--- config.mk ---
export PLATFORM = sky130hd
export DESIGN_NAME = spi_slave_command_framer_top
export DESIGN_NICKNAME = d
export VERILOG_FILES = /design/src/hdl/sscf_pkg.sv /design/src/hdl/spi_slave_command_framer_top.sv
export SDC_FILE = /design/constraint.sdc
export NUM_CORES = 1
export LEC_CHECK = 0
export BUFFER_PORTS_ARGS = -buffer_cell sky130_fd_sc_hd__buf_2
export CORE_ASPECT_RATIO = 1.5
export CORE_MARGIN = 1.5
export CORE_UTILIZATION = 62
export CTS_BUF_LIST = sky130_fd_sc_hd__clkbuf_8
export CTS_CLUSTER_DIAMETER = 120
export DETAILED_ROUTE_END_ITERATION = 16
export GPL_TIMING_DRIVEN = 0
export PLACE_DENSITY = 0.95
export SYNTH_ARGS = -nofsm -noshare
export SYNTH_HDL_FRONTEND = slang
export SYNTH_SLANG_ARGS = --single-unit
--- constraint.sdc ---
create_clock -name clk -period 6 [get_ports clk]
set_input_delay 0.6 -clock clk [delete_from_list [all_inputs] [get_ports clk]]
set_output_delay 0.6 -clock clk [all_outputs]
set_load 0.005 [all_outputs]
--- src/hdl/sscf_pkg.sv ---
`default_nettype none

package sscf_pkg;

    // Framing constants
    localparam int          PAYLOAD_BYTES = 4;
    localparam int          BUF_IDX_W     = $clog2(PAYLOAD_BYTES);
    localparam int          POS_W         = $clog2(PAYLOAD_BYTES + 1);
    localparam logic [7:0]  START_BYTE    = 8'h80;
    localparam logic [7:0]  CRC_POLY      = 8'h8C;

    // Item kinds carried in the mode field
    localparam logic [1:0]  MODE_RX       = 2'd0;
    localparam logic [1:0]  MODE_LOAD_BUF = 2'd1;
    localparam logic [1:0]  MODE_LOAD_CRC = 2'd2;

    // Readback request codes
    localparam logic [1:0]  PREP_NONE     = 2'd0;
    localparam logic [1:0]  PREP_MOTOR    = 2'd1;
    localparam logic [1:0]  PREP_CURRENT  = 2'd2;

    // Register indexes (byte address = 4 * index)
    localparam int          REG_ADDR_W    = 5;
    localparam logic [2:0]  REG_OP_VERSION   = 3'd0;
    localparam logic [2:0]  REG_OP_MODE_SET  = 3'd1;
    localparam logic [2:0]  REG_OP_MOTOR_SET = 3'd2;
    localparam logic [2:0]  REG_OP_MOTOR_GET = 3'd3;
    localparam logic [2:0]  REG_OP_CURRENT   = 3'd4;
    localparam logic [2:0]  REG_VERSION_VAL  = 3'd5;

    typedef struct packed {
        logic [1:0] mode;
        logic [7:0] rx_byte;
        logic [1:0] load_index;
        logic [7:0] load_value;
    } item_word_t;

    typedef struct packed {
        logic [7:0]         tx_byte;
        logic               led_on;
        logic               mode_valid;
        logic [7:0]         mode_value;
        logic               motor_valid;
        logic signed [15:0] motor_a;
        logic signed [15:0] motor_b;
        logic [1:0]         prepare_request;
    } result_word_t;

    // Fold one byte into a reflected CRC-8 (Maxim polynomial)
    function automatic logic [7:0] crc8_step(input logic [7:0] crc, input logic [7:0] data);
        logic [7:0] c;
        c = crc ^ data;
        for (int i = 0; i < 8; i++)
        begin
            if (c[0])
                c = (c >> 1) ^ CRC_POLY;
            else
                c = c >> 1;
        end
        return c;
    endfunction

endpackage

`default_nettype wire

--- src/hdl/spi_slave_command_framer_top.sv ---
`default_nettype none
// Channel   Handshake                   Payload        Width
// item      item_valid / item_ready     item           20 bits, item_word_t
// result    result_valid / result_ready result         53 bits, result_word_t
// config    psel / penable / pwrite     paddr, pwdata  APB, 6 byte registers
//
// One word in, one word out; an item's result is registered in the cycle
// after accept, and a new item is taken every cycle while item_ready is high.
// The only stall is the result register: item_ready drops while a result
// waits and result_ready is low.
// Reset clears the framing state, the CRC and the LED, and loads the opcode
// and version registers with their defaults; the reply buffer holds nothing
// defined until loaded.
module spi_slave_command_framer_top
    import sscf_pkg::*;
(
    input  wire logic                  clk,
    input  wire logic                  rst_n,

    input  wire logic                  item_valid,
    output logic                       item_ready,
    input  wire item_word_t            item,

    output logic                       result_valid,
    input  wire logic                  result_ready,
    output result_word_t               result,

    input  wire logic                  psel,
    input  wire logic                  penable,
    input  wire logic                  pwrite,
    input  wire logic [REG_ADDR_W-1:0] paddr,
    input  wire logic [31:0]           pwdata,
    output logic [31:0]                prdata,
    output logic                       pready
);

    // Handler codes
    localparam logic [2:0] H_START    = 3'd0;
    localparam logic [2:0] H_VERSION  = 3'd1;
    localparam logic [2:0] H_MODESET  = 3'd2;
    localparam logic [2:0] H_MOTORSET = 3'd3;
    localparam logic [2:0] H_MOTORGET = 3'd4;
    localparam logic [2:0] H_CURRENT  = 3'd5;

    logic [7:0]           op_version_reg;
    logic [7:0]           op_mode_set_reg;
    logic [7:0]           op_motor_set_reg;
    logic [7:0]           op_motor_get_reg;
    logic [7:0]           op_current_reg;
    logic [7:0]           version_val_reg;

    logic [2:0]           handler_reg;
    logic [2:0]           handler_next;
    logic [POS_W-1:0]     position_reg;
    logic [POS_W-1:0]     position_next;
    logic [7:0]           crc_reg;
    logic [7:0]           crc_next;
    logic                 led_reg;
    logic                 led_next;
    logic [7:0]           buf_reg [PAYLOAD_BYTES];

    logic                 buf_we;
    logic [BUF_IDX_W-1:0] buf_waddr;
    logic [7:0]           buf_wdata;

    logic                 result_valid_reg;
    result_word_t         result_reg;
    result_word_t         result_next;

    logic                 item_fire;
    logic                 cfg_write;
    logic [2:0]           cfg_index;
    logic [POS_W-1:0]     need_bytes;

    assign item_ready   = !result_valid_reg || result_ready;
    assign item_fire    = item_valid && item_ready;
    assign result_valid = result_valid_reg;
    assign result       = result_reg;

    // APB register file
    assign pready    = 1'b1;
    assign cfg_write = psel && penable && pwrite;
    assign cfg_index = paddr[REG_ADDR_W-1:2];

    always_ff @(posedge clk or negedge rst_n)
    begin
        if (!rst_n)
        begin
            op_version_reg   <= 8'd1;
            op_mode_set_reg  <= 8'd2;
            op_motor_set_reg <= 8'd3;
            op_motor_get_reg <= 8'd4;
            op_current_reg   <= 8'd5;
            version_val_reg  <= 8'd1;
        end
        else if (cfg_write)
        begin
            case (cfg_index)
                REG_OP_VERSION:   op_version_reg   <= pwdata[7:0];
                REG_OP_MODE_SET:  op_mode_set_reg  <= pwdata[7:0];
                REG_OP_MOTOR_SET: op_motor_set_reg <= pwdata[7:0];
                REG_OP_MOTOR_GET: op_motor_get_reg <= pwdata[7:0];
                REG_OP_CURRENT:   op_current_reg   <= pwdata[7:0];
                REG_VERSION_VAL:  version_val_reg  <= pwdata[7:0];
                default: ;
            endcase
        end
    end

    // Read back the addressed register
    always_comb
    begin
        prdata = '0;
        case (cfg_index)
            REG_OP_VERSION:   prdata[7:0] = op_version_reg;
            REG_OP_MODE_SET:  prdata[7:0] = op_mode_set_reg;
            REG_OP_MOTOR_SET: prdata[7:0] = op_motor_set_reg;
            REG_OP_MOTOR_GET: prdata[7:0] = op_motor_get_reg;
            REG_OP_CURRENT:   prdata[7:0] = op_current_reg;
            REG_VERSION_VAL:  prdata[7:0] = version_val_reg;
            default:          prdata      = '0;
        endcase
    end

    // Frame decode, CRC and reply selection for one word
    always_comb
    begin
        handler_next  = handler_reg;
        position_next = position_reg;
        crc_next      = crc_reg;
        led_next      = led_reg;
        buf_we        = 1'b0;
        buf_waddr     = item.load_index;
        buf_wdata     = item.load_value;
        result_next   = '0;
        need_bytes    = (handler_reg == H_MODESET) ? POS_W'(1) : POS_W'(PAYLOAD_BYTES);

        case (item.mode)
            MODE_LOAD_BUF:
            begin
                buf_we = 1'b1;
            end
            MODE_LOAD_CRC:
            begin
                crc_next = item.load_value;
            end
            MODE_RX:
            begin
                result_next.tx_byte = item.rx_byte;
                case (handler_reg)
                    H_START:
                    begin
                        if (position_reg == '0)
                        begin
                            // Hunt for the start byte
                            if (item.rx_byte == START_BYTE)
                                position_next = POS_W'(1);
                            else
                                result_next.tx_byte = '0;
                        end
                        else
                        begin
                            // Dispatch on the opcode, first match wins
                            position_next = '0;
                            crc_next      = crc8_step(8'd0, item.rx_byte);
                            if (item.rx_byte == op_version_reg)
                                handler_next = H_VERSION;
                            else if (item.rx_byte == op_mode_set_reg)
                                handler_next = H_MODESET;
                            else if (item.rx_byte == op_motor_set_reg)
                                handler_next = H_MOTORSET;
                            else if (item.rx_byte == op_motor_get_reg)
                            begin
                                handler_next                = H_MOTORGET;
                                result_next.prepare_request = PREP_MOTOR;
                            end
                            else if (item.rx_byte == op_current_reg)
                            begin
                                handler_next                = H_CURRENT;
                                result_next.prepare_request = PREP_CURRENT;
                            end
                            else
                            begin
                                handler_next = H_START;
                                crc_next     = crc_reg;
                                led_next     = 1'b1;
                            end
                        end
                    end
                    H_VERSION:
                    begin
                        result_next.tx_byte = version_val_reg;
                        handler_next        = H_START;
                        position_next       = '0;
                        led_next            = 1'b0;
                    end
                    H_MODESET, H_MOTORSET:
                    begin
                        if (position_reg < need_bytes)
                        begin
                            // Store the data byte and fold it into the CRC
                            buf_we        = 1'b1;
                            buf_waddr     = position_reg[BUF_IDX_W-1:0];
                            buf_wdata     = item.rx_byte;
                            position_next = position_reg + POS_W'(1);
                            crc_next      = crc8_step(crc_reg, item.rx_byte);
                        end
                        else
                        begin
                            handler_next  = H_START;
                            position_next = '0;
                            if (item.rx_byte != crc_reg)
                                led_next = 1'b1;
                            else
                            begin
                                led_next = 1'b0;
                                if (handler_reg == H_MODESET)
                                begin
                                    result_next.mode_valid = 1'b1;
                                    result_next.mode_value = buf_reg[0];
                                end
                                else
                                begin
                                    result_next.motor_valid = 1'b1;
                                    result_next.motor_a     = {buf_reg[0], buf_reg[1]};
                                    result_next.motor_b     = {buf_reg[2], buf_reg[3]};
                                end
                            end
                        end
                    end
                    H_MOTORGET, H_CURRENT:
                    begin
                        if (position_reg < POS_W'(PAYLOAD_BYTES))
                        begin
                            // Stream the loaded buffer
                            result_next.tx_byte = buf_reg[position_reg[BUF_IDX_W-1:0]];
                            position_next       = position_reg + POS_W'(1);
                        end
                        else
                        begin
                            result_next.tx_byte = crc_reg;
                            handler_next        = H_START;
                            position_next       = '0;
                            led_next            = 1'b0;
                        end
                    end
                    default:
                    begin
                        handler_next  = H_START;
                        position_next = '0;
                    end
                endcase
            end
            default: ;
        endcase

        result_next.led_on = led_next;
    end

    // Advance framing state on each accepted word
    always_ff @(posedge clk or negedge rst_n)
    begin
        if (!rst_n)
        begin
            handler_reg  <= H_START;
            position_reg <= '0;
            crc_reg      <= '0;
            led_reg      <= 1'b0;
        end
        else if (item_fire)
        begin
            handler_reg  <= handler_next;
            position_reg <= position_next;
            crc_reg      <= crc_next;
            led_reg      <= led_next;
        end
    end

    // Reply buffer, loaded by the host or by set commands
    always_ff @(posedge clk)
    begin
        if (item_fire && buf_we)
            buf_reg[buf_waddr] <= buf_wdata;
    end

    // Hold the result until taken
    always_ff @(posedge clk or negedge rst_n)
    begin
        if (!rst_n)
            result_valid_reg <= 1'b0;
        else if (item_ready)
            result_valid_reg <= item_valid;
    end

    always_ff @(posedge clk)
    begin
        if (item_fire)
            result_reg <= result_next;
    end

endmodule

`default_nettype wire
## Word level (Yosys, flattened, before mapping)

Memory sizes are Yosys's and may differ from the RTL's.
Index checks and enable logic that the tools add are counted.

- Mux-type cells: 113
- Eq/ne operators: 27
- Magnitude comparators: 2
- Bitwise logic cells: 21
- Add/subtract/negate cells: 1
- Reductions and logical operators: 27

Operators by type and width:

| cell | count |
|---|---|
| two-way mux 8 bit | 71 |
| inverter 2 -> 3 bit | 16 |
| one-hot mux 8 bit (6 select lines) | 1 |
| equality test 8 bit | 5 |
| two-way mux 3 bit | 13 |
| two-way mux 33 bit | 1 |
| one-hot mux 8 bit (2 select lines) | 2 |
| one-hot mux 8 bit (3 select lines) | 1 |
| one-hot mux 3 bit (3 select lines) | 2 |
| two-way mux 1 bit | 15 |
| equality test 3 x 2 -> 1 bit (second input constant) | 4 |
| equality test 3 bit (second input constant) | 4 |
| AND reduction 2 bit | 6 |
| OR reduction 5 bit | 2 |
| zero test 3 bit | 3 |
| two-way mux 9 bit | 1 |
| != test 3 bit (second input constant) | 3 |
| equality test 8 bit (second input constant) | 1 |
| two-way mux 2 bit | 4 |
| != test 8 bit | 1 |
| bitwise XOR 8 bit | 1 |
| != test 7 bit (second input constant) | 1 |
| OR reduction 7 bit | 1 |
| equality test 3 x 1 -> 1 bit (second input constant) | 2 |
| 21 further kinds | 30 |

- Memory bits (writable): 32
- Register bits after elaboration: 117
- Output and inout bits: 88
- Input bits: 64
- Word-level logic and storage cells: 212
- Memories kept: 1

Memory list:

| name | words | bits a word | rd ports | clocked after Yosys merged registers in | wr ports | line | RTL |
|---|---|---|---|---|---|---|---|
| buf_reg | 4 | 8 | 5 | 0 | 1 | spi_slave_command_framer_top.sv:60 | `logic [7:0] buf_reg [PAYLOAD_BYTES];` |

## Longest topological paths before layout

- Depth after elaboration: 45
- Depth in mapped cells: 9
- Gate-level depth less buffers: 9

## Worst setup path after synthesis

No wires, ideal clock.

- Kind: register to register
- From: register handler_reg[1]
- To: memory buf_reg[1][0], enable pin
- Required time: 5.605 ns
- Slack: 3.036 ns
- Path buffers: 0
- Clock period less this slack: 2.964 ns
- Cell stages (with the launch flop): 9
- Arrival: 2.570 ns
- Library setup time: 0.395 ns
- Cells stage by stage: dfrtp_1 or3b_4 inv_1 ha_1 o31a_4 nor2_4 nand2_2 mux2i_2 nor4_1

- Word-level cells in the longest chain between the ends: 9
- Elaborated cells between the ends (all ways): 14
- Those cells by class: order compare (1); eq/ne (2); mux (9); reduce/logical (2)

Ends and longest elaborated chain:

| what | line | RTL |
|---|---|---|
| start, declared | spi_slave_command_framer_top.sv:52 | `logic [2:0] handler_reg;` |
| start signal, assigned | spi_slave_command_framer_top.sv:272 | `handler_reg <= handler_next;` |
| equality test 3 x 2 -> 1 bit (*) | spi_slave_command_framer_top.sv:136 | `need_bytes = (handler_reg == H_MODESET) ? POS_W'(1) : POS_W'(PAYLOAD_BYTES);` |
| two-way mux 3 bit (*) | spi_slave_command_framer_top.sv:136 |  |
| named net need_bytes[0] | spi_slave_command_framer_top.sv:73 | `logic [POS_W-1:0] need_bytes;` |
| < comparator 3 bit (*) | spi_slave_command_framer_top.sv:199 | `if (position_reg < need_bytes)` |
| two-way mux 1 bit | spi_slave_command_framer_top.sv:199 |  |
| two-way mux 1 bit | spi_slave_command_framer_top.sv:150 | `case (handler_reg)` |
| one-hot mux 1 bit (2 select lines) | spi_slave_command_framer_top.sv:138 | `case (item.mode)` |
| logical AND 1 bit | spi_slave_command_framer_top.sv:282 | `if (item_fire && buf_we)` |
| two-way mux 1 bit | spi_slave_command_framer_top.sv:282 |  |
| two-way mux 1 bit (not written as such) | spi_slave_command_framer_top.sv:283 | `buf_reg[buf_waddr] <= buf_wdata;` |
| end, declared | spi_slave_command_framer_top.sv:60 |  |

The timed path passes the listed nets; every way through them passes the cells marked *.

## Worst setup path after layout

- From: register handler_reg[0]
- To: memory buf_reg[1][5], enable pin

Same word-level chain as after synthesis.

==> reports/qor_table.md <==
| Group | Parameter | Value |
|:---|:---|:---|
| power | Overall power consumption | 3040 uW |
| final layout | Total area of multi-input combinational cells | 3480 sq um |
| floorplanning | Count of boundary I/O pins | 152 |
| yosys | Register area share after synthesis | 52.1% |
| sta | Unrepaired setup endpoints after global routing | no |
| clock network | Number of buffers created by CTS | 17 |
| sta | Final Critical Period | 3.29 ns |
| final layout | Max reg flops | 53 |
| sta | Number of failing setup endpoints in the final timing report | 0 |
| floorplanning | Rows | 50 |
| routing | Number of detailed-route iterations in the first pass | 6 |
| setup path | Reg-to-reg startpoint | handler_reg[0] |
| clock network | Clock Tree Root | sky130_fd_sc_hd__clkbuf_8 |
| sta | Worst setup skew after layout | 0.0145 ns |
| yosys | Biggest area consumer among synthesized cells | sky130_fd_sc_hd__edfxtp_1 |
| routing | Drt first-iter violations | 552 |
| sta | Worst-Margin Slew | 1.16 ns |
| routing | Vias post-DR | 5781 |
| setup path | Required time of the critical path | 6.08 ns |
| power | Power density normalized to cell area | 329 nW/um^2 |
| floorplanning | Core Box Area | 12500 sq um |
| routing | DRC violation count after routing | 0 |
| routing | Routed length per instance | 20.9 um |
| final layout | Fraction of final layout cells sized beyond drive strength 1 | 34.5% |
| power | Largest vdd supply drop | 0.191 mV |
| floorplanning | Die boundary width | 95.7 um |
| final layout | Most frequent standard cell in the layout excluding fill and tap cells | sky130_fd_sc_hd__buf_2 |
| yosys | Number of register bits inferred by synthesis | 149 |
| setup path | Data arrival, critical path | 3.36 ns |
| yosys | Area fraction of the dominant cell type after synthesis | 31.9% |
| yosys | Leading register cell type out of synthesis | sky130_fd_sc_hd__edfxtp_1 |
| yosys | Netlist Area Pre-Place | 7990 sq um |
| placed design | IO buf count | 97 |
| setup path | Worst flop-to-flop path endpoint | buf_reg[1][5] |
| clock network | Post-CTS clock slew at the launch and capture registers of the worst setup and hold paths | 0.09 ns |
| clock network | Sinks on Clock Net | 149 |
| yosys | Synth unique cells | 65 |
| setup path | Setup Crit Path Kind | reg -> reg |
| setup path | Max incr delay on CP | 0.95 ns |
| sta | Final-report max-slew violation count | 0 |
| clock network | Number of setup buffers added after CTS | 0 |
| run status | Run status | finished, final reports clean |
| yosys | Yosys warnings | 0 |
| sta | Minimum setup slack in the final design | 2.71 ns |
| grt | Number of global-route vias before repair | 5918 |
| clock network | Clock tree from TritonCTS | yes |
| placed design | HPWL after DPL | 15100 um |
| clock network | Depth of the CTS H-tree | 4 |
| setup path | CP Launch Type | flop |
| setup path | Crit. End Element | flop |
| clock network | Number of gates given a new drive strength after cts | 0 |
| sta | Max-slew headroom at the worst pin | 22.2% |
| final layout | Antenna diode instance count | 0 |
| final layout | Synthesis-to-layout area growth | 15.6% |
| yosys | Cell count after synthesis | 642 |
| routing | Post-DR vias/cell | 6.08 |
| sta | Total negative slack for setup checks | 0 ns |
| worst hold path | HP Class | in -> async |
| placed design | Routability congestion estimate | 0.987 |
| sta | Final hold violation count | 0 |
| setup path | Ordered list of cells on the worst path | or3b_4 > inv_1 > ha_1 > o31a_4 > nor2_4 > nand2_2 > mux2i_2 > nor4_2 |
| power | Leak pwr | 0.00380 uW |
| final layout | Number of fillers in the final layout | 827 |
| placed design | Post-Place Worst Slack | 2.79 ns |
| clock network | Max Buffers Root-to-Sink | 2 |
| floorplanning | Die span in y | 142 um |
| floorplanning | Initial standard-cell utilization of the core | 63.9% |
| routing | Count of antenna-violating nets left after detailed routing | 0 |
| grt | Pin count of the biggest net entering global routing | 65 |
| yosys | Proportion of synthesized flip-flops having asynchronous set or reset | 43.0% |
| setup path | Highest fanout seen on the critical path | 8 |
| flow run | Number of max-cap violations | 0 |
| final layout | Sequential standard cell area | 4160 sq um |
| sta | Achievable Freq | 0.304 GHz |
| grt | First-pass GRT wire length | 31000 um |
| floorplanning | Die area | 13600 sq um |
| yosys | Cell types occupying the most area after synthesis | sky130_fd_sc_hd__edfxtp_1 32%, sky130_fd_sc_hd__dfrtp_1 18%, sky130_fd_sc_hd__mux2_2 8.6%, sky130_fd_sc_hd__xnor2_1 6.1%, sky130_fd_sc_hd__mux4_2 4.2% |
| routing | Detailed Route WL | 19900 um |
| final layout | Fin nets | 853 |
| clock network | Hold-fix buffers, CTS | 0 |
| grt | Remaining Overflow, GRT | 0 |
| sta | Final period util | 54.8% |
| setup path | Slowest-stage cell, CP | sky130_fd_sc_hd__nor4_2 |
| grt | Aggregate global-route resource usage | 31.0% |
| yosys | EDFF count, synth | 85 |
| final layout | Leading cell types in the layout, fill and taps excluded | 101 x sky130_fd_sc_hd__buf_2, 85 x sky130_fd_sc_hd__edfxtp_1, 61 x sky130_fd_sc_hd__mux2_2 |
| clock network | Clock insertion delay at the later pin of the skew report | 0.46 ns |
| setup path | Depth of the worst register-to-register path | 8 |
| setup path | Setup slack on the worst flop-to-flop path | 2.71 ns |
| grt | Antenna violations before repair | 0 |
| yosys | Post-Syn Area per Cell | 12.5 sq um |
[Yosys cell counts (15+ instances only)]
library cell               instances
sky130_fd_sc_hd__o21ai_0          16
sky130_fd_sc_hd__edfxtp_1         85
sky130_fd_sc_hd__mux4_2           15
sky130_fd_sc_hd__mux2_2           61
sky130_fd_sc_hd__clkbuf_1         16
sky130_fd_sc_hd__dfrtp_1          56
sky130_fd_sc_hd__inv_1            20
sky130_fd_sc_hd__nor2_1           25
sky130_fd_sc_hd__nand2_1          48
sky130_fd_sc_hd__and2_1           43
sky130_fd_sc_hd__buf_4            29
sky130_fd_sc_hd__xnor2_1          56
[cell type report]
| class | count | area share (%) |
|---|---|---|
| clock inverter | 15 | 2.29 |
| multi-input combinational | 438 | 37.7 |
| clock buffer | 17 | 2.53 |
| timing repair buffer | 98 | 5.50 |
| inverter | 20 | 0.812 |
| buffer | 58 | 3.99 |
| sequential | 149 | 45.1 |
| tap | 156 | 2.11 |
[metrics by stage]
stage               utilization [%]  hold WS [ns]  cell area [sq um]  std cells
floorplan                         -         0.304               8080        665
global placement               70.0         0.516               8760        918
detailed placement             70.3         0.523               8790        919
CTS                            73.8         0.358               9240        951
global route                   73.9         0.281               9240        951
finish                         73.9         0.216               9240        951
[cells by family after synthesis]
logic type      after synthesis  share of synthesized area (%)
compound gates               65                           5.70
xor+xnor                     72                           8.33
fa+ha+maj                     7                           1.10
buf+inv                      78                           5.56
flops                       149                           52.1
mux                          88                           14.4
other cells                   2                         0.0939
simple gates                181                           12.8
[layer usage]
layer	track usage [%]	wire, um	up-vias
li1	-	-	2548
met1	32.4	6490	2803
met2	55.6	10900	342
met3	5.18	1290	88
met4	19.9	1230	0
met5	0	0	-
[critical path, delay by kind of cell, from the launching register on]
family,cells,cell delay (ns)
compound gates,1,0.15
flops,1,0.46
simple gates,4,1.62
mux,1,0.23
fa+ha+maj,1,0.29
buf+inv,1,0.15
[worst max path at each step]
stage / endpoint / slack [ns] / cells past startpoint / from
after floorplan: buf_reg[1][0] / 3.04 / 8 / handler_reg[1]
after global placement: buf_reg[1][6] / 2.50 / 8 / handler_reg[0]
after detailed placement: buf_reg[1][6] / 2.79 / 8 / handler_reg[1]
after CTS: buf_reg[1][5] / 2.75 / 8 / handler_reg[0]
after global routing: buf_reg[1][5] / 2.62 / 8 / handler_reg[0]
final: buf_reg[1][5] / 2.71 / 8 / handler_reg[0]
[power by group]
group / internal, uW / leakage (uW) / switching (uW)
combinational: 409 / 0.00197 / 437
clock: 431 / 0.000222 / 426
sequential: 1210 / 0.00161 / 130
(Power assumes the default switching activity.)
